## src/sv/flx_pkg.sv

```systemverilog
// flx_pkg: shared types, codes and character helpers for the filter rule lexer
// used by flx_front, flx_queue, flx_back and filter_rule_lexer
// no dependencies
package flx_pkg;

	localparam int KIND_W  = 5;
	localparam int START_W = 16;
	localparam int LEN_W   = 8;
	localparam int WIN_W   = 40;
	localparam int QDEPTH  = 4;
	localparam int QPTR_W  = 2;
	localparam int QCNT_W  = 3;

	typedef enum logic [1:0] {
		MODE_IDLE,
		MODE_IDENT,
		MODE_NUMBER,
		MODE_DASH
	} flx_mode_t;

	localparam logic [KIND_W-1:0] K_HASH   = 5'd0;
	localparam logic [KIND_W-1:0] K_EQ     = 5'd1;
	localparam logic [KIND_W-1:0] K_LPAREN = 5'd2;
	localparam logic [KIND_W-1:0] K_RPAREN = 5'd3;
	localparam logic [KIND_W-1:0] K_SEMI   = 5'd4;
	localparam logic [KIND_W-1:0] K_ARROW  = 5'd5;
	localparam logic [KIND_W-1:0] K_IDENT  = 5'd6;
	localparam logic [KIND_W-1:0] K_NUMBER = 5'd7;
	localparam logic [KIND_W-1:0] K_U8     = 5'd8;
	localparam logic [KIND_W-1:0] K_U16    = 5'd9;
	localparam logic [KIND_W-1:0] K_CONST  = 5'd10;
	localparam logic [KIND_W-1:0] K_CASE   = 5'd11;
	localparam logic [KIND_W-1:0] K_DROP   = 5'd12;
	localparam logic [KIND_W-1:0] K_PASS   = 5'd13;
	localparam logic [KIND_W-1:0] K_END    = 5'd14;
	localparam logic [KIND_W-1:0] K_EOF    = 5'd15;
	localparam logic [KIND_W-1:0] K_ERROR  = 5'd16;

	localparam logic [7:0] CH_HASH   = 8'h23;
	localparam logic [7:0] CH_EQ     = 8'h3D;
	localparam logic [7:0] CH_LPAREN = 8'h28;
	localparam logic [7:0] CH_RPAREN = 8'h29;
	localparam logic [7:0] CH_SEMI   = 8'h3B;
	localparam logic [7:0] CH_DASH   = 8'h2D;
	localparam logic [7:0] CH_GT     = 8'h3E;

	// keyword patterns, right aligned in the window
	localparam logic [WIN_W-1:0] KW_U8    = 40'h00_0000_7538;
	localparam logic [WIN_W-1:0] KW_U16   = 40'h00_0075_3136;
	localparam logic [WIN_W-1:0] KW_CONST = 40'h63_6F6E_7374;
	localparam logic [WIN_W-1:0] KW_CASE  = 40'h00_6361_7365;
	localparam logic [WIN_W-1:0] KW_DROP  = 40'h00_6472_6F70;
	localparam logic [WIN_W-1:0] KW_PASS  = 40'h00_7061_7373;
	localparam logic [WIN_W-1:0] KW_END   = 40'h00_0065_6E64;

	typedef struct packed {
		logic [KIND_W-1:0]  kind;
		logic [START_W-1:0] start;
		logic [LEN_W-1:0]   len;
	} flx_tok_t;

	// one queue entry holds every token of one input beat
	typedef struct packed {
		logic     two;
		flx_tok_t a;
		flx_tok_t b;
	} flx_ent_t;

	function automatic logic is_letter(input logic [7:0] c);
		return (c >= 8'h61 && c <= 8'h7A) || (c >= 8'h41 && c <= 8'h5A);
	endfunction

	function automatic logic is_digit(input logic [7:0] c);
		return c >= 8'h30 && c <= 8'h39;
	endfunction

	function automatic logic is_space(input logic [7:0] c);
		return c == 8'h20 || (c >= 8'h09 && c <= 8'h0D);
	endfunction

	function automatic logic [KIND_W-1:0] kw_kind(input logic [WIN_W-1:0] w,
			input logic [LEN_W-1:0] n);
		logic [KIND_W-1:0] k;
		k = K_IDENT;
		if (n == 8'd2 && w == KW_U8) begin
			k = K_U8;
		end else if (n == 8'd3 && w == KW_U16) begin
			k = K_U16;
		end else if (n == 8'd5 && w == KW_CONST) begin
			k = K_CONST;
		end else if (n == 8'd4 && w == KW_CASE) begin
			k = K_CASE;
		end else if (n == 8'd4 && w == KW_DROP) begin
			k = K_DROP;
		end else if (n == 8'd4 && w == KW_PASS) begin
			k = K_PASS;
		end else if (n == 8'd3 && w == KW_END) begin
			k = K_END;
		end
		return k;
	endfunction

endpackage

```

## src/sv/flx_front.sv

```systemverilog
// flx_front: classifies each text beat, holds the scanning state and builds
// the tokens that the beat causes; depends on flx_pkg
module flx_front #(
	parameter int MAX_TOKEN_LEN = 255,
	parameter int POSITION_BITS = 16
) (
	input  logic             clk,
	input  logic             arst_n,
	input  logic [7:0]       text_byte,
	input  logic             end_of_text,
	input  logic             accept,
	output logic             push,
	output flx_pkg::flx_ent_t ent
);
	import flx_pkg::*;

	localparam int LEN_CAP_I = (MAX_TOKEN_LEN < 255) ? MAX_TOKEN_LEN : 255;
	localparam logic [LEN_W-1:0] LEN_CAP = LEN_CAP_I[LEN_W-1:0];

	flx_mode_t                mode_q, mode_d;
	logic [LEN_W-1:0]         len_q, len_d;
	logic [POSITION_BITS-1:0] rstart_q, rstart_d;
	logic [POSITION_BITS-1:0] pos_q, pos_d;
	logic [WIN_W-1:0]         win_q, win_d;

	logic [POSITION_BITS+START_W-1:0] pos_ext, rstart_ext;
	logic [START_W-1:0] pos16, rstart16;
	logic [LEN_W-1:0]   len_inc;
	logic               flush_hit, fv, sv;
	flx_tok_t           ft, st;

	assign pos_ext    = {{START_W{1'b0}}, pos_q};
	assign rstart_ext = {{START_W{1'b0}}, rstart_q};
	assign pos16      = pos_ext[START_W-1:0];
	assign rstart16   = rstart_ext[START_W-1:0];
	assign len_inc    = (len_q < LEN_CAP) ? len_q + 8'd1 : len_q;
	assign flush_hit  = (mode_q == MODE_IDENT) || (mode_q == MODE_NUMBER);

	always_ff @(posedge clk or negedge arst_n) begin
		if (!arst_n) begin
			mode_q   <= MODE_IDLE;
			len_q    <= '0;
			rstart_q <= '0;
			pos_q    <= '0;
			win_q    <= '0;
		end else if (accept) begin
			mode_q   <= mode_d;
			len_q    <= len_d;
			rstart_q <= rstart_d;
			pos_q    <= pos_d;
			win_q    <= win_d;
		end
	end

	always_comb begin
		mode_d   = mode_q;
		len_d    = len_q;
		rstart_d = rstart_q;
		pos_d    = pos_q;
		win_d    = win_q;
		fv       = 1'b0;
		sv       = 1'b0;
		ft.kind  = (mode_q == MODE_IDENT) ? kw_kind(win_q, len_q) : K_NUMBER;
		ft.start = rstart16;
		ft.len   = len_q;
		st.kind  = K_ERROR;
		st.start = pos16;
		st.len   = 8'd1;
		if (end_of_text) begin
			fv       = flush_hit;
			sv       = 1'b1;
			st.kind  = K_EOF;
			st.len   = '0;
			mode_d   = MODE_IDLE;
			len_d    = '0;
			rstart_d = '0;
			pos_d    = '0;
			win_d    = '0;
		end else begin
			pos_d = pos_q + 1'b1;
			if (mode_q == MODE_DASH) begin
				// the byte after a dash is always consumed
				mode_d = MODE_IDLE;
				if (text_byte == CH_GT) begin
					sv       = 1'b1;
					st.kind  = K_ARROW;
					st.start = rstart16;
					st.len   = 8'd2;
				end
			end else if (mode_q == MODE_IDENT &&
					(is_letter(text_byte) || is_digit(text_byte))) begin
				len_d = len_inc;
				win_d = {win_q[WIN_W-9:0], text_byte};
			end else if (mode_q == MODE_NUMBER && is_digit(text_byte)) begin
				len_d = len_inc;
			end else begin
				// run ends here, then the byte is taken as if from idle
				fv     = flush_hit;
				mode_d = MODE_IDLE;
				case (text_byte)
					CH_HASH: begin
						sv      = 1'b1;
						st.kind = K_HASH;
					end
					CH_EQ: begin
						sv      = 1'b1;
						st.kind = K_EQ;
					end
					CH_LPAREN: begin
						sv      = 1'b1;
						st.kind = K_LPAREN;
					end
					CH_RPAREN: begin
						sv      = 1'b1;
						st.kind = K_RPAREN;
					end
					CH_SEMI: begin
						sv      = 1'b1;
						st.kind = K_SEMI;
					end
					CH_DASH: begin
						mode_d   = MODE_DASH;
						rstart_d = pos_q;
					end
					default: begin
						if (is_space(text_byte) || text_byte == CH_GT) begin
							sv = 1'b0;
						end else if (is_letter(text_byte)) begin
							mode_d   = MODE_IDENT;
							rstart_d = pos_q;
							len_d    = 8'd1;
							win_d    = {32'b0, text_byte};
						end else if (is_digit(text_byte)) begin
							mode_d   = MODE_NUMBER;
							rstart_d = pos_q;
							len_d    = 8'd1;
							win_d    = {32'b0, text_byte};
						end else begin
							sv = 1'b1;
						end
					end
				endcase
			end
		end
	end

	assign push    = accept && (fv || sv);
	assign ent.two = fv && sv;
	assign ent.a   = fv ? ft : st;
	assign ent.b   = st;

endmodule

```

## src/sv/flx_queue.sv

```systemverilog
// flx_queue: short first-in first-out queue of token groups between the
// front and the back of the lexer; depends on flx_pkg
module flx_queue (
	input  logic              clk,
	input  logic              arst_n,
	input  logic              push,
	input  flx_pkg::flx_ent_t wdata,
	input  logic              pop,
	output flx_pkg::flx_ent_t rdata,
	output logic              full,
	output logic              empty
);
	import flx_pkg::*;

	flx_ent_t            mem_q [QDEPTH];
	logic [QPTR_W-1:0]   wptr_q, rptr_q;
	logic [QCNT_W-1:0]   cnt_q;

	assign full  = (cnt_q == QCNT_W'(QDEPTH));
	assign empty = (cnt_q == '0);
	assign rdata = mem_q[rptr_q];

	always_ff @(posedge clk) begin
		if (push) begin
			mem_q[wptr_q] <= wdata;
		end
	end

	always_ff @(posedge clk or negedge arst_n) begin
		if (!arst_n) begin
			wptr_q <= '0;
			rptr_q <= '0;
			cnt_q  <= '0;
		end else begin
			if (push) begin
				wptr_q <= wptr_q + 1'b1;
			end
			if (pop) begin
				rptr_q <= rptr_q + 1'b1;
			end
			if (push && !pop) begin
				cnt_q <= cnt_q + 1'b1;
			end else if (pop && !push) begin
				cnt_q <= cnt_q - 1'b1;
			end
		end
	end

`ifndef SYNTHESIS
	a_no_overflow: assert property (@(posedge clk) disable iff (!arst_n)
		push |-> !full)
		else $error("queue written while full");

	a_no_underflow: assert property (@(posedge clk) disable iff (!arst_n)
		pop |-> !empty)
		else $error("queue read while empty");

	a_count_up: assert property (@(posedge clk) disable iff (!arst_n)
		(push && !pop) |=> cnt_q == $past(cnt_q) + 1'b1)
		else $error("queue count lost a write");

	a_ptr_gap: assert property (@(posedge clk) disable iff (!arst_n)
		(cnt_q != QCNT_W'(QDEPTH)) |-> (wptr_q - rptr_q) == cnt_q[QPTR_W-1:0])
		else $error("queue pointers disagree with count");
`endif

endmodule

```

## src/sv/flx_back.sv

```systemverilog
// flx_back: takes token groups from the queue and sends them one token per
// beat through a registered output stage; depends on flx_pkg
module flx_back (
	input  logic                         clk,
	input  logic                         arst_n,
	input  flx_pkg::flx_ent_t            head,
	input  logic                         empty,
	output logic                         pop,
	output logic                         token_valid,
	input  logic                         token_ready,
	output logic [flx_pkg::KIND_W-1:0]   token_kind,
	output logic [flx_pkg::START_W-1:0]  token_start,
	output logic [flx_pkg::LEN_W-1:0]    token_length,
	output logic                         last_of_run
);
	import flx_pkg::*;

	logic     valid_q, pend_q, last_q, load;
	flx_tok_t tok_q;

	// output register may refill whenever it is empty or being drained
	assign load = !valid_q || token_ready;
	assign pop  = load && !empty && (pend_q || !head.two);

	always_ff @(posedge clk or negedge arst_n) begin
		if (!arst_n) begin
			valid_q <= 1'b0;
			pend_q  <= 1'b0;
		end else if (load) begin
			valid_q <= !empty;
			if (!empty) begin
				pend_q <= !pend_q && head.two;
			end
		end
	end

	always_ff @(posedge clk) begin
		if (load && !empty) begin
			tok_q  <= pend_q ? head.b : head.a;
			last_q <= pend_q || !head.two;
		end
	end

	assign token_valid  = valid_q;
	assign token_kind   = tok_q.kind;
	assign token_start  = tok_q.start;
	assign token_length = tok_q.len;
	assign last_of_run  = last_q;

`ifndef SYNTHESIS
	a_pend_needs_head: assert property (@(posedge clk) disable iff (!arst_n)
		pend_q |-> !empty)
		else $error("second token pending with no group at head");

	a_pend_then_last: assert property (@(posedge clk) disable iff (!arst_n)
		(load && pend_q) |=> valid_q && last_q)
		else $error("second token of a group not marked last");

	a_pop_on_last: assert property (@(posedge clk) disable iff (!arst_n)
		pop |=> valid_q && last_q)
		else $error("group retired without its last token");
`endif

endmodule

```

## src/sv/filter_rule_lexer.sv

```systemverilog
// filter_rule_lexer: top level of the byte-serial filter rule tokenizer
// instantiates flx_front, flx_queue and flx_back; depends on flx_pkg
//
//  channel  dir  handshake                 beat contents
//  text     in   text_valid / text_ready   text_byte, end_of_text
//  token    out  token_valid / token_ready token_kind, token_start,
//                                          token_length, last_of_run
//
// one text beat is taken every cycle while the four-group queue has room
// a beat's first token is written into the queue and then loaded into the output
// register before it shows on the token port
// a beat that makes two tokens is sent as two token beats, so a long stretch
// of such beats is held back by the token side once the queue fills
// text and token sides stall independently through the queue
// arst_n clears the scanning state, the queue and the output register
module filter_rule_lexer #(
	parameter int MAX_TOKEN_LEN = 255,
	parameter int POSITION_BITS = 16
) (
	input  logic                         clk,
	input  logic                         arst_n,
	input  logic                         text_valid,
	output logic                         text_ready,
	input  logic [7:0]                   text_byte,
	input  logic                         end_of_text,
	output logic                         token_valid,
	input  logic                         token_ready,
	output logic [flx_pkg::KIND_W-1:0]   token_kind,
	output logic [flx_pkg::START_W-1:0]  token_start,
	output logic [flx_pkg::LEN_W-1:0]    token_length,
	output logic                         last_of_run
);
	import flx_pkg::*;

	logic     accept, push, pop, full, empty;
	flx_ent_t wr_ent, head;

	assign text_ready = !full;
	assign accept     = text_valid && text_ready;

	flx_front #(
		.MAX_TOKEN_LEN (MAX_TOKEN_LEN),
		.POSITION_BITS (POSITION_BITS)
	) u_front (
		.clk         (clk),
		.arst_n      (arst_n),
		.text_byte   (text_byte),
		.end_of_text (end_of_text),
		.accept      (accept),
		.push        (push),
		.ent         (wr_ent)
	);

	flx_queue u_queue (
		.clk    (clk),
		.arst_n (arst_n),
		.push   (push),
		.wdata  (wr_ent),
		.pop    (pop),
		.rdata  (head),
		.full   (full),
		.empty  (empty)
	);

	flx_back u_back (
		.clk          (clk),
		.arst_n       (arst_n),
		.head         (head),
		.empty        (empty),
		.pop          (pop),
		.token_valid  (token_valid),
		.token_ready  (token_ready),
		.token_kind   (token_kind),
		.token_start  (token_start),
		.token_length (token_length),
		.last_of_run  (last_of_run)
	);

endmodule
```

## config.mk

```make
export PLATFORM = sky130hd
export DESIGN_NAME = filter_rule_lexer
export DESIGN_NICKNAME = d
export VERILOG_FILES = /design/src/sv/flx_pkg.sv /design/src/sv/flx_front.sv /design/src/sv/flx_queue.sv /design/src/sv/flx_back.sv /design/src/sv/filter_rule_lexer.sv
export SDC_FILE = /design/constraint.sdc
export NUM_CORES = 1
export LEC_CHECK = 0
export ABC_AREA = 1
export BUFFER_PORTS_ARGS = -buffer_cell sky130_fd_sc_hd__buf_2
export CAP_MARGIN = 25
export CORE_UTILIZATION = 60
export CTS_BUF_LIST = sky130_fd_sc_hd__clkbuf_8
export DETAILED_ROUTE_END_ITERATION = 12
export PLACE_DENSITY = 0.73
export SLEW_MARGIN = 5
export SYNTH_ARGS = -nofsm -noshare
export SYNTH_HDL_FRONTEND = slang
export SYNTH_HIERARCHICAL = 1
export SYNTH_SLANG_ARGS = --single-unit
```

## constraint.sdc

```tcl
create_clock -name clk -period 7.25 [get_ports clk]
set_input_delay 0.725 -clock clk [delete_from_list [all_inputs] [get_ports clk]]
set_output_delay 0.725 -clock clk [all_outputs]
set_load 0.05 [all_outputs]
```

==> flow_metrics.py, run 1 <==
metrics = {
    "setup_path": {
        "required_ns": 7.47,
        "worst_setup_path_start_kind": "flip-flop",
        "cp.arrival_ns": 3.98,
        "reg2regPathDepth": 12,
        "worstReg2RegEnd": "u_queue/mem_q[3][37]$_DFFE_PP_",
        "cp.depth": 12,
        "crit_start": "u_front/mode_q[0]$_DFFE_PN0P_",
        "cp_slowest_cell": "buf_4",
        "critPathTopFamily": "buffers and inverters",
        "cp_common_cell": "nor2_1",
        "path_max_fanout": 47,
        "worst_setup_path_end_kind": "flip-flop",
        "r2r_start": "u_front/mode_q[0]$_DFFE_PN0P_",
        "r2r_slack_ns": 3.48,
        "crit_end": "u_queue/mem_q[3][37]$_DFFE_PP_",
        "path_cells": "ha_1 -> inv_1 -> nor2_1 -> nor2_1 -> nand3_2 -> buf_4 -> inv_1 -> nor2_1 -> nor2_1 -> nand2_1 -> inv_2 -> buf_4",
        "cp_num_buf_inv": 5,
        "criticalPathCategory": "flip-flop to flip-flop",
        "slowest_delay_ns": 0.57,
    },
    "pwr": {
        "peakVddDrop_v": 0.000236,
        "pwr-share-seq_pct": 44.6,
        "clkPwrFrac_pct": 25.2,
        "p_sw_share_pct": 37.4,
        "internal_power_w": 0.00413,
        "p_sw_w": 0.00247,
        "power_frac_comb_pct": 30.3,
        "leakage_nw": 7.90,
        "power_density_nw_per_um2": 361,
    },
    "route": {
        "drc": 0,
        "drt_iter0_markers": 912,
        "drt_first_pass_iters": 5,
        "vias": 12000,
        "wirelength_mm": 36.3,
        "vias_per_cell": 5.43,
        "ant_nets": 0,
        "wl_per_cell_um": 16.5,
    },
    "cts": {
        "htreeDepth": 2,
        "cts_root_buf": "clkbuf_8",
        "cts_buffers": 56,
        "cts.sinks": 357,
        "insertion_delay_ns": 0.59,
        "postCtsHoldBufs": 0,
        "postCtsSetupBuffers": 0,
        "cts_tree": "yes",
        "clkSlewWorstSetupHoldPaths_ns": 0.06,
        "ctsResizeCount": 0,
        "clk_path_buf_depth": 3,
    },
    "flow_run": {
        "maxCapViolCount": 0,
    },
    "finish": {
        "drive_gt1_share_pct": 9.83,
        "fin_nets": 1811,
        "num_antenna_cells": 0,
        "area_growth_pct": 8.78,
        "finalNonFillerCells": 2203,
    },
    "place": {
        "hpwl_mm": 22.7,
        "port_buffers": 44,
        "place_inst": 2097,
        "gp_congestion": 0.880,
    },
    "logic_synthesis": {
        "synth.distinct_cells": 40,
        "synthFlopType": "edfxtp_1",
        "synth_edf_count": 266,
        "yosysSeqAreaShare_pct": 61.1,
        "synth-async-reset-ratio_pct": 25.5,
        "ys.warnings.count": 6,
        "netlist_instances": 1749,
        "netlist_area_sq_um": 16800,
        "syn-mean-instance-area_sq_um": 9.61,
        "ys_seq_elements": 357,
    },
    "die": {
        "start_util_pct": 61.8,
        "rows": 60,
        "die_x_um": 169,
        "io_pins": 45,
        "floorplan.die_area_sq_um": 28700,
        "die_y_um": 169,
        "core_sq_um": 27200,
    },
    "sta": {
        "relSlewSlack_pct": 37.7,
        "drv_slew": 0,
        "rsz0062_at_grt": "false",
        "fin_skew_ns": 0.0221,
        "tns_ns": 0,
        "hold_violations": 0,
        "tightest_slew_ns": 0.932,
        "finalCriticalPeriod_ns": 3.77,
        "setup_viol": 0,
        "fmax_mhz": 266,
        "fin_crit_sh_pct": 51.9,
    },
    "grt": {
        "antenna_found_initial": 0,
        "first_global_vias": 11700,
        "grt-ovfl-total": 0,
        "gr-usage-all-layers_pct": 26.3,
        "grt_first_pass_wirelength_mm": 58.9,
        "grt_max_degree": 94,
    },
    "run_status": {
        "status": "complete, no violations",
    },
    "worst_hold_path": {
        "hp-class": "input pin to asynchronous set/reset pin",
    },
}
-- layout make-up --
cell class	instances	area [sq um]
Clock buffer	66	908
Clock inverter	39	223
Fill cell	2144	8900
Inverter	245	920
Multi-Input combinational cell	1062	5110
Sequential cell	357	10300
Tap cell	372	465
Timing Repair Buffer	62	378
-- cell families after synthesis --
kind of cell | share of synthesized area [%]
other | 0.0223
DFF | 61.1
xor gates and xnor gates | 0.261
and+or+nand+nor | 20.7
buffers and inverters | 8.59
AOI/OAI and AO/OA | 8.27
adders and majority gates | 1.09
-- worst reg2reg max path: cells and delay by family (launching register included) --
kind,cells,cell delay [ns]
buffers and inverters,5,1.68
flip-flops,1,0.41
adder cells (fa/ha/maj),1,0.26
AND/OR/NAND/NOR,6,1.03
-- registers in the layout, summed over array words and instances, names as in the netlist --
register and cells:
u_back/token_kind 5, u_queue/cnt_q 3, u_front/win_q 40, u_back/token_length 8, u_queue/mem_q 236, u_queue/wptr_q 2, u_back/last_of_run 1, u_back/pend_q 1
u_front/len_q 8, u_queue/rptr_q 2, u_front/rstart16 16, u_back/token_valid 1, u_front/pos16 16, u_front/mode_q 2, u_back/token_start 16
-- synthesized netlist by cell type (3+ instances only) --
| master | number | area (sq um) |
|---|---|---|
| nand2_1 | 546 | 2050 |
| edfxtp_1 | 266 | 7990 |
| inv_1 | 237 | 890 |
| o211ai_1 | 119 | 893 |
| nor2_1 | 114 | 428 |
| dfrtp_1 | 91 | 2280 |
| nand3_1 | 61 | 305 |
| nand4_1 | 59 | 369 |
| buf_2 | 43 | 215 |
| o21ai_1 | 38 | 190 |
| o21ai_0 | 24 | 120 |
| nor3_1 | 22 | 110 |
| buf_4 | 19 | 143 |
| a21oi_1 | 18 | 90.1 |
| clkbuf_1 | 17 | 63.8 |
| ha_1 | 13 | 163 |
| o21ai_2 | 10 | 87.6 |
| buf_6 | 8 | 90.1 |
| inv_2 | 8 | 30.0 |
| nand2_2 | 5 | 31.3 |
| xor2_1 | 4 | 35.0 |
| buf_1 | 3 | 11.3 |
| nand3_2 | 3 | 30.0 |
| nor2_2 | 3 | 18.8 |
| or2_2 | 3 | 18.8 |
-- metrics by stage --
stage	worst slack, ns	hold WS (ns)	cell area, sq um	total power (W)	util, %
final	3.48	0.0201	18300	0.00660	67.3
after global routing	3.14	0.00444	18300	0.00698	67.3
after floorplan	3.59	0.429	16800	0.00449	-
after CTS	3.42	0.000422	18300	0.00665	67.2
after detailed placement	3.00	0.459	17100	0.00498	63.0
after global placement	3.05	0.458	17100	0.00493	63.0
-- worst min-delay path by stage --
stage                                  start                       endpoint  slack [ns]  depth (start not counted)
2_1_floorplan                         arst_n      u_back/pend_q$_DFFE_PN0P_        0.43                          0
3_3_place_gp   u_front/win_q[34]$_DFFE_PN0P_  u_front/win_q[34]$_DFFE_PN0P_        0.46                          2
3_5_place_dp   u_front/win_q[34]$_DFFE_PN0P_  u_front/win_q[34]$_DFFE_PN0P_        0.46                          2
4_1_cts                               arst_n   u_front/win_q[2]$_DFFE_PN0P_      0.0004                          1
5_1_grt                               arst_n  u_front/mode_q[0]$_DFFE_PN0P_       0.004                          1
6_report                              arst_n  u_front/mode_q[0]$_DFFE_PN0P_        0.02                          1
-- per-layer routing --
layer | global-route usage (%) | wire length (um) | vias to the layer above
met4 | 11.2 | 1240 | 0
met3 | 3.40 | 1910 | 80
met5 | 0 | 0 | -
li1 | - | - | 5873
met1 | 34.7 | 15800 | 5678
met2 | 44.2 | 17400 | 341
-- cell usage in the layout, fill, tap and decap left out, types with 2 or more instances in the layout --
cell type	count
inv_2	13
conb_1	6
or2_2	3
xor2_1	4
nand4_1	59
inv_1	260
o21ai_0	24
nor2_2	3
dfrtp_1	89
a21oi_1	18
buf_4	18
buf_2	43
clkbuf_8	66
nand3_1	61
o21ai_2	10
clkinv_1	4
o21ai_1	38
ha_1	13
nand2_1	546
clkinv_2	3
nor2_1	114
edfxtp_1	266
nand2_2	5
o211ai_1	119
nand3_2	3
nor3_1	22
bufinv_16	2
-- power groups by stage --
stage | logic (W) | registers (W) | clock network [W]
3_5_place_dp | 0.00200 | 0.00298 | 0
5_1_grt | 0.00221 | 0.00298 | 0.00178
4_1_cts | 0.00201 | 0.00294 | 0.00170
2_1_floorplan | 0.00131 | 0.00318 | 0
3_3_place_gp | 0.00196 | 0.00297 | 0
6_report | 0.00200 | 0.00294 | 0.00166
Power figures use the tool's default switching activity.
==> inputs of run 2 (changes only) <==
- clock period: 7.25 -> 3.85 ns (I/O delays scaled with it)
==> flow_metrics.py, run 2 (synthesis gave the netlist of run 1 again) <==
metrics = {
    "run_status": {
        "status": "complete, no violations",
    },
    "sta": {
        "timing.final.ws_setup_ns": 0.808,
        "drv_slew": 0,
        "fmax_mhz": 329,
        "tightest_slew_ns": 0.932,
        "rsz0062_at_grt": "false",
        "finalCriticalPeriod_ns": 3.04,
        "setup_viol": 0,
        "tns_ns": 0,
        "hold_violations": 0,
        "fin_crit_sh_pct": 79.0,
        "relSlewSlack_pct": 37.9,
        "fin_skew_ns": 0.0293,
    },
    "cts": {
        "clk_path_buf_depth": 3,
        "clkSlewWorstSetupHoldPaths_ns": 0.07,
        "cts.sinks": 357,
        "htreeDepth": 2,
        "postCtsSetupBuffers": 0,
        "cts_root_buf": "clkbuf_8",
        "cts_tree": "yes",
        "cts_buffers": 57,
        "insertion_delay_ns": 0.60,
    },
    "route": {
        "drt_iter0_markers": 1025,
        "wl_per_cell_um": 16.1,
        "wirelength_mm": 35.5,
        "ant_nets": 0,
        "vias": 11900,
        "vias_per_cell": 5.38,
        "drc": 0,
        "drt_first_pass_iters": 5,
    },
    "setup_path": {
        "cp_common_cell": "nor2_1",
        "cp.arrival_ns": 3.29,
        "worst_setup_path_end_kind": "flip-flop",
        "worst_setup_path_start_kind": "flip-flop",
        "cp_slowest_cell": "nor2_1",
        "criticalPathCategory": "flip-flop to flip-flop",
        "slowest_delay_ns": 0.42,
        "path_cells": "ha_1 -> inv_1 -> nor2_1 -> nor2_1 -> nand3_2 -> inv_1 -> nor2_1 -> nor2_1 -> nand2_1 -> inv_2 -> buf_4",
        "required_ns": 4.10,
        "path_max_fanout": 19,
        "reg2regPathDepth": 11,
    },
    "die": {
        "die_y_um": 169,
        "floorplan.die_area_sq_um": 28700,
        "rows": 60,
        "core_sq_um": 27200,
        "die_x_um": 169,
        "io_pins": 45,
        "start_util_pct": 61.8,
    },
    "pwr": {
        "peakVddDrop_v": 0.000596,
        "leakage_nw": 7.88,
        "power_density_nw_per_um2": 674,
    },
    "finish": {
        "finalNonFillerCells": 2208,
        "top_regs": "u_queue/mem_q (236), u_front/win_q (40)",
        "drive_gt1_share_pct": 10.2,
        "final_common_cell": "nand2_1",
        "area_growth_pct": 8.93,
        "fin_nets": 1816,
        "num_antenna_cells": 0,
        "top_register": "u_queue/mem_q",
        "largest_reg_flops": 236,
        "layout_common_cells": "nand2_1 (546), edfxtp_1 (266), inv_1 (251)",
    },
    "grt": {
        "antenna_found_initial": 0,
        "grt-ovfl-total": 0,
        "grt_first_pass_wirelength_mm": 57.6,
        "first_global_vias": 11300,
        "grt_max_degree": 219,
        "gr-usage-all-layers_pct": 25.6,
    },
    "place": {
        "hpwl_mm": 22.2,
        "pre_cts_ws_ns": 0.510,
        "port_buffers": 44,
        "place_inst": 2101,
        "gp_congestion": 0.874,
    },
    "flow_run": {
        "maxCapViolCount": 0,
    },
    "worst_hold_path": {
        "whs_path_depth": 4,
        "hp-class": "input pin to flip-flop",
    },
}
==> run 2: final cells by class <==
class | instances | area (sq um)
timing repair buffer | 66 | 440
multi-input combinational | 1062 | 5110
fill | 2189 | 8870
clock buffer | 63 | 867
clock inverter | 43 | 226
inverter | 245 | 920
tap | 372 | 465
sequential | 357 | 10300
==> run 2: critical path, delay by kind of cell (launching register included) <==
family / cells / cell delay (ns)
flip-flops: 1 / 0.41
buffers and inverters: 4 / 1.03
adder cells (fa/ha/maj): 1 / 0.26
AND/OR/NAND/NOR: 6 / 0.98
==> run 2: report_power, final <==
part / switching, W / internal, W / leakage, nW / total (W)
clock network: 0.00145 / 0.00158 / 0.641 / 0.00303
registers: 0.000293 / 0.00509 / 3.73 / 0.00538
logic: 0.00290 / 0.00102 / 3.51 / 0.00393
total: 0.00464 / 0.00770 / 7.88 / 0.0123
==> run 2: per-stage QoR <==
| stage | hold WS, ns | area, sq um | total power, W | utilization, % |
|---|---|---|---|---|
| 6_report | 0.177 | 18300 | 0.0123 | 67.4 |
| 5_1_grt | 0.191 | 18300 | 0.0130 | 67.4 |
| 4_1_cts | 0.141 | 18300 | 0.0124 | 67.4 |
| 3_5_place_dp | 0.461 | 17200 | 0.00940 | 63.3 |
| 3_3_place_gp | 0.454 | 17200 | 0.00931 | 63.3 |
| 2_1_floorplan | 0.0894 | 16800 | 0.00845 | - |
==> run 2: final timing paths <==
| path | startpoint | endpoint | slack (ns) |
|---|---|---|---|
| hold reg to reg | u_front/win_q[37]$_DFFE_PN0P_ | u_front/win_q[37]$_DFFE_PN0P_ | 0.48 |
| setup / recovery | u_front/mode_q[0]$_DFFE_PN0P_ | u_queue/mem_q[1][1]$_DFFE_PP_ | 0.81 |
| hold / removal | token_ready | u_back/token_valid$_DFFE_PN0N_ | 0.18 |
| max in group asynchronous | arst_n | u_front/win_q[33]$_DFFE_PN0P_ | 2.47 |
| min in group asynchronous | arst_n | u_queue/wptr_q[0]$_DFFE_PN0P_ | 0.51 |
| setup reg to reg | u_front/mode_q[0]$_DFFE_PN0P_ | u_queue/mem_q[1][1]$_DFFE_PP_ | 0.81 |
==> run 2: what timing repair did <==
item                                   4_1_cts  5_1_grt
endpoints found under the hold margin       69        0
gates resized for setup                      0        0
setup endpoints to repair                    0        0
hold buffers                                 1        0
==> run 2: per-layer routing <==
metal | global-route usage, % | part of all wire [%]
met5 | 0 | 0
met4 | 7.91 | 2.2
met3 | 3.75 | 4.4
met2 | 42.4 | 48
met1 | 35.3 | 45
